==> src/sv/srcs_ram.sv <==
// Generic single-write, single-read RAM with a registered read port.
// No dependencies; holds the row and column sum tables.
`default_nettype none

module srcs_ram #(
  parameter int unsigned DATA_W = 8,
  parameter int unsigned DEPTH  = 16,
  localparam int unsigned ADDR_W = (DEPTH > 1) ? $clog2(DEPTH) : 1
) (
  input  wire logic              clk,
  input  wire logic              we,
  input  wire logic [ADDR_W-1:0] waddr,
  input  wire logic [DATA_W-1:0] wdata,
  input  wire logic [ADDR_W-1:0] raddr,
  output logic      [DATA_W-1:0] rdata
);

  logic [DATA_W-1:0] mem [DEPTH];

  // A read in the cycle of a write to the same entry returns the old data.
  always_ff @(posedge clk) begin
    if (we) begin
      mem[waddr] <= wdata;
    end
    rdata <= mem[raddr];
  end

endmodule

`default_nettype wire

==> config.mk <==
export PLATFORM = sky130hd
export DESIGN_NAME = srcs_ram
export DESIGN_NICKNAME = d
export VERILOG_FILES = /design/src/sv/srcs_ram.sv
export SDC_FILE = /design/constraint.sdc
export NUM_CORES = 1
export LEC_CHECK = 0
export BUFFER_PORTS_ARGS = -buffer_cell sky130_fd_sc_hd__buf_2
export CAP_MARGIN = 40
export CORE_ASPECT_RATIO = 0.9
export CORE_MARGIN = 3
export CORE_UTILIZATION = 60
export DETAILED_ROUTE_END_ITERATION = 6
export GPL_TIMING_DRIVEN = 0
export PLACE_DENSITY = 0.89
export SETUP_SLACK_MARGIN = 0.2
export SLEW_MARGIN = 20
export SYNTH_ARGS = -nofsm -noshare
export SYNTH_HDL_FRONTEND = slang
export SYNTH_SLANG_ARGS = --single-unit
==> constraint.sdc <==
create_clock -name clk -period 2.15 [get_ports clk]
set_input_delay 0 -clock clk [delete_from_list [all_inputs] [get_ports clk]]
set_output_delay 0 -clock clk [all_outputs]
set_load 0.02 [all_outputs]
==> results of run 1 <==
==> routing by layer <==
| layer | vias up | share of wire |
|---|---|---|
| li1 | 1092 | - |
| met4 | 0 | 0.021 |
| met1 | 1302 | 0.38 |
| met3 | 24 | 0.096 |
| met2 | 171 | 0.50 |
| met5 | - | 0 |
==> critical path, cell delays in order <==
cell and delay [ps]:
dlygate4sd3_1 520, buf_2 180, nor3_2 200, dlygate4sd3_1 820
==> logic make-up after synthesis <==
| logic type | count (synthesis) | share of synthesized area |
|---|---|---|
| flops | 136 | 0.7778 |
| simple gates | 35 | 0.03184 |
| mux | 32 | 0.1502 |
| compound gates | 16 | 0.02334 |
| buf+inv | 10 | 0.01677 |
==> metrics by stage <==
step / power, mW / hold WS, ps / instance area (sq um) / util / setup slack, ps
6_report: 5.873 / 20.15 / 6075 / 0.7422 / 591.5
3_3_place_gp: 3.315 / 396.4 / 5411 / 0.6612 / 149.3
2_1_floorplan: 3.204 / 98.87 / 5147 / - / 657.1
4_1_cts: 5.883 / 1.453 / 6067 / 0.7413 / 620.9
5_1_grt: 6.039 / 15.25 / 6075 / 0.7422 / 540.0
3_5_place_dp: 3.337 / 415.0 / 5431 / 0.6637 / 469.9
==> Yosys cell counts <==
| cell | instances | share of area |
|---|---|---|
| nand2_1 | 9 | 0.0066 |
| buf_6 | 3 | 0.0066 |
| mux4_1 | 14 | 0.071 |
| nor2_1 | 13 | 0.0095 |
| and2_1 | 1 | 0.0012 |
| and2b_1 | 1 | 0.0015 |
| a22oi_1 | 16 | 0.023 |
| nand3_1 | 1 | 0.00097 |
| mux4_2 | 18 | 0.079 |
| or3b_2 | 1 | 0.0017 |
| clkdlybuf4s25_2 | 3 | 0.0058 |
| buf_4 | 1 | 0.0015 |
| nand3b_1 | 2 | 0.0029 |
| nor2b_1 | 1 | 0.0012 |
| edfxtp_1 | 128 | 0.75 |
| nand2b_1 | 2 | 0.0024 |
| buf_2 | 3 | 0.0029 |
| nor3_1 | 4 | 0.0039 |
| dfxtp_1 | 8 | 0.031 |
==> area by class of cell <==
class                      count  area share
multi-input combinational     83      0.1765
sequential                   136      0.6591
tap                          115     0.02369
buffer                        10     0.01421
clock inverter                15     0.01833
timing repair buffer          37     0.03996
clock buffer                  17     0.06818
==> worst max-delay path by stage <==
stage / start / endpoint / slack, ps / cells past startpoint
5_1_grt: waddr[1] / mem[4][5]$_DFFE_PP_ / 540 / 4
3_3_place_gp: waddr[2] / mem[0][7]$_DFFE_PP_ / 150 / 3
3_5_place_dp: waddr[2] / mem[2][0]$_DFFE_PP_ / 470 / 3
6_report: waddr[1] / mem[4][5]$_DFFE_PP_ / 590 / 4
4_1_cts: waddr[1] / mem[4][5]$_DFFE_PP_ / 620 / 4
2_1_floorplan: waddr[2] / mem[0][0]$_DFFE_PP_ / 660 / 2
==> flip-flops by register name (all words and copies together) (netlist names) <==
signal  count
mem       128
rdata       8
==> power breakdown <==
group / total, mW / switching, mW / internal [mW]
clock network: 2.57 / 1.06 / 1.51
logic: 0.323 / 0.191 / 0.131
registers: 2.98 / 0.0172 / 2.97
total: 5.87 / 1.27 / 4.60
==> run metrics, run 1 <==
antenna cells=0; Min-Delay Endpoint=rdata[0]$_DFF_P_; Core Area=8184 sq um; Top Usage Layer GRT=met2; startpoint of the worst hold path=raddr[1]; die height=93.87 um; post-CTS setup repair buffer count=0; met3 Use GR=0.08179; status=complete, no violations; Detailed Route WL=10,910 um; layout cells sized above 1=0.2852; Starting DRT DRC Count=260; RR Endpoint=rdata[4]$_DFF_P_; Skew-Pair Late Insertion Delay=520 ps; final setup TNS=0 ps; Netlist cell types=19; # hold bufs at CTS=11; number of global-route vias before repair=2,616; Slew @ Worst Pin=835.4 ps; DPL Wire Length=6392 um; ANT nets after route=0; CP Launch Type=input port; Reg area=4004 sq um; Setup CP Type=in -> reg; Max Cap Violations=0; first-pass GRT wire length=16,130 um; worst-case clock buffer depth=2; Avg WL per Cell=26.42 um; Num CTS Buffers=17; Mapped Nets=247; GRT Total Usage=0.2438; num rows=31; Gate Count Post-Synth=229; nets=303; min Tclk post-route=1559 ps; M2 GR Usage=0.3813; I/O Buffers=24; Pre-antenna DRT Iters=5; Root Driver=clkbuf_8; Worst Path Arrival=1730 ps; Leakage=2.049 nW; initial antenna violation count=0; fin cells=413; Synth Area per Inst=22.48 sq um; multi-input logic area=1072 sq um; reg2reg path depth=3; Seq/Total Area, Yosys=0.7778; slew margin rel.=0.4410; vias per cell=6.269; CTS HTree Levels=4; clk slew on worst S/H paths=60 ps; worst r2r src=mem[9][4]$_DFFE_PP_; most common cell after layout, fill and taps aside=edfxtp_1; flop-to-flop setup slack=700 ps; Congestion Overflow GR=0; Area Overhead vs Synth=18.01%; unrepaired setup endpoints after global routing=false; Die ar.=9728 sq um; pwr/cell area=966.9 nW/um^2; cells resized by post-CTS repair=0; synth warn=0; I/O pin count=26; CP Max Fanout=8; crit end category=register; vias=2,589; Final Hold Vio Count=0; Setup-failing EPs final=0; M1 GR Usage=0.3267; final critical-path share of the clock period=0.7249; largest net degree at the start of global routing=17; f_max=641.6 MHz; most frequent cells in the layout=128 x edfxtp_1, 28 x buf_2, 18 x mux4_2, 16 x a22oi_1, 16 x clkbuf_16; hold path depth=4; CTS tree=yes; dpl cells=369; Seq cells post-synth=136; final max-slew violation count=0; Max rail drop VDD=0.0007304 V; mapped cell area=5147 sq um; clock sinks=136; chip width=103.6 um; DR DRC count=0; initial core utilization=0.6290; # fillers=434; Final GP Congestion=0.7421; Worst Hold Class=in -> reg; critical path required time=2330 ps; Worst Skew=5.550 ps
Note: power is estimated with default switching activity, not from simulation.
==> run 2, diff against run 1 <==
--- a/config.mk
+++ b/config.mk
@@ -9,10 +9,10 @@
 export CAP_MARGIN = 40
 export CORE_ASPECT_RATIO = 0.9
 export CORE_MARGIN = 3
-export CORE_UTILIZATION = 60
+export CORE_UTILIZATION = 54
 export DETAILED_ROUTE_END_ITERATION = 6
 export GPL_TIMING_DRIVEN = 0
-export PLACE_DENSITY = 0.89
+export PLACE_DENSITY = 0.85
 export SETUP_SLACK_MARGIN = 0.2
 export SLEW_MARGIN = 20
 export SYNTH_ARGS = -nofsm -noshare
==> constraint.sdc (replaced) <==
create_clock -name clk -period 1.3 [get_ports clk]
set_input_delay 0 -clock clk [delete_from_list [all_inputs] [get_ports clk]]
set_output_delay 0 -clock clk [all_outputs]
set_load 0.02 [all_outputs]
==> run 2 against run 1 <==
- the flow now finishes with violations (hold timing, setup timing)
- hold slack got worse by 74 ps
- power grew 80%
- critical path depth is 1 lower
- combinational power up 85%
- sequential power up 65%
- non-clock buffer count is 9 higher
- die area up 10%
- clock skew increased by 3.7 ps
- largest cell class unchanged
- largest power group is now the clock network
==> run metrics, run 2 (synthesis results as in run 1) <==
Final Hold Vio Count=8 (+8); CP Max Fanout=1 (-7); f_max=749.2 MHz; Final Util=0.6869 (-0.05533); Root Driver=clkbuf_8; highest metal used=met4; Max rail drop VDD=0.001404 V (+92%); Final GP Congestion=0.7620 (+2.7%); CP Launch Type=register; M1 wire length=4082 um (-2.0%); Pre-antenna DRT Iters=5 (unchanged); RR Endpoint=rdata[1]$_DFF_P_; GRT Total Usage=0.2200 (-0.02385); I/O pin count=26 (unchanged); nets=312 (+3.0%); CTS HTree Levels=4 (unchanged); chip width=108.9 um (+5.1%); ANT nets after route=0 (unchanged); Setup-failing EPs final=4 (+4); layout cells sized above 1=0.3941 (+0.1089); unrepaired setup endpoints after global routing=true; die height=98.63 um (+5.1%); routed wl met3=1342 um (+28%); worst slack at placement=-165.8 ps (-635.7 ps); Tot Pwr=10.58 mW (+80%); Worst Hold Class=in -> reg; number of global-route vias before repair=2,588 (-1.1%); Final WS setup=-34.69 ps (-626.2 ps); Critical Path Source=mem[14][1]$_DFFE_PP_; initial antenna violation count=0 (unchanged); Area Overhead vs Synth=22.87%; worst r2r src=mem[14][1]$_DFFE_PP_; Top reg by flops=mem; I/O Buffers=24 (unchanged); Starting DRT DRC Count=330 (+27%); vias per cell=6.114 (-2.5%); pwr/cell area=1672 nW/um^2 (+73%); largest net degree at the start of global routing=17 (unchanged); DR DRC count=0 (unchanged); CTS tree=yes; antenna cells=0 (unchanged); crit end category=register; Worst Setup EP=rdata[1]$_DFF_P_; critical path required time=1710 ps (-620 ps); flop-to-flop setup slack=-30 ps (-730 ps); Largest register FFs=128 (unchanged); worst-case clock buffer depth=2 (unchanged); most common cell after layout, fill and taps aside=edfxtp_1; # fillers=514 (+18%); num rows=33 (+6.5%); most frequent cells in the layout=128 x edfxtp_1, 32 x mux4_2, 27 x buf_2, 16 x clkbuf_16, 15 x dlygate4sd3_1; Core Area=9208 sq um (+13%); final critical-path share of the clock period=1.027; Slew @ Worst Pin=849.9 ps (+14.51 ps); Congestion Overflow GR=0 (unchanged); clk slew on worst S/H paths=60 ps (about the same); Avg WL per Cell=25.94 um (-1.8%); final max-slew violation count=0 (unchanged); met2 WL post-DR=5569 um (+1.8%); initial core utilization=0.5590 (-0.06991); Worst Path Arrival=1740 ps (about the same); status=finished with violations; vias=2,623 (+1.3%); Detailed Route WL=11,130 um (+2.0%); Leakage=2.114 nW (+3.2%); registers with the most flip-flops=mem x128, rdata x8; Setup CP Type=reg -> reg; clock sinks=136 (unchanged); DPL Wire Length=6307 um (-1.3%); reg2reg path depth=3 (unchanged); Worst Hold Slack=-54.13 ps (-74.28 ps); min Tclk post-route=1335 ps; slew margin rel.=0.4313 (-0.009709); Die ar.=10,740 sq um (+10%); failing checks=hold timing, setup timing; Num CTS Buffers=17 (unchanged); Worst Skew=9.264 ps (+3.714 ps); Skew-Pair Late Insertion Delay=530 ps (about the same); Max Cap Violations=0 (unchanged); first-pass GRT wire length=15,920 um (-1.3%)
==> run 2: timing repair <==
action,in CTS,in global routing
resized for setup,4,6
hold endpoints to repair,148,14
setup buffers,0,3
setup endpoints to repair,8,32
pin swaps,0,4
hold buffers,14,1
==> run 2: per-stage QoR <==
stage / std cells / instance area, sq um / TNS (ps)
after CTS: 421 / 6192 / -40.23
after floorplan: 229 / 5131 / 0
after detailed placement: 375 / 5404 / -10500
after global placement: 375 / 5404 / -8188
final: 429 / 6325 / -66.38
after global routing: 429 / 6325 / -83.01
==> run 2: where the power goes <==
group	total [mW]	switching (mW)	internal (mW)
clock	5.05	1.79	3.26
sequential	4.93	0.0279	4.90
combinational	0.597	0.349	0.249
==> run 2: cell type report <==
class | instances | area, sq um | share of cell area
Sequential cell | 136 | 4004 | 0.6330
Timing Repair Buffer | 46 | 360.3 | 0.05697
Buffer | 10 | 86.33 | 0.01365
Multi-Input combinational cell | 83 | 1094 | 0.1729
Clock buffer | 20 | 455.4 | 0.07201
Tap cell | 122 | 152.6 | 0.02413
Clock inverter | 12 | 172.7 | 0.02730
==> run 2: how the worst min path moves through the flow <==
stage / startpoint / to / cells after the start / slack, ps
detailed placement: wdata[6] / mem[14][6]$_DFFE_PP_ / 1 / 410
global placement: wdata[6] / mem[14][6]$_DFFE_PP_ / 1 / 400
global route: waddr[1] / mem[4][4]$_DFFE_PP_ / 2 / -80
finish: waddr[1] / mem[4][1]$_DFFE_PP_ / 2 / -50
floorplan: wdata[0] / mem[0][0]$_DFFE_PP_ / 0 / 100
CTS: waddr[1] / mem[4][1]$_DFFE_PP_ / 2 / -90
==> run 2: worst max-delay path, cell delays in order (launching register included) <==
cell and delay, ps:
edfxtp_1 370, mux4_2 530, a22oi_1 240, nand2_1 80
==> run 2: layer usage <==
metal	GRT usage	up-vias
met5	0	-
met4	0.06699	0
met3	0.09299	13
met2	0.3211	202
met1	0.3065	1317
li1	-	1091
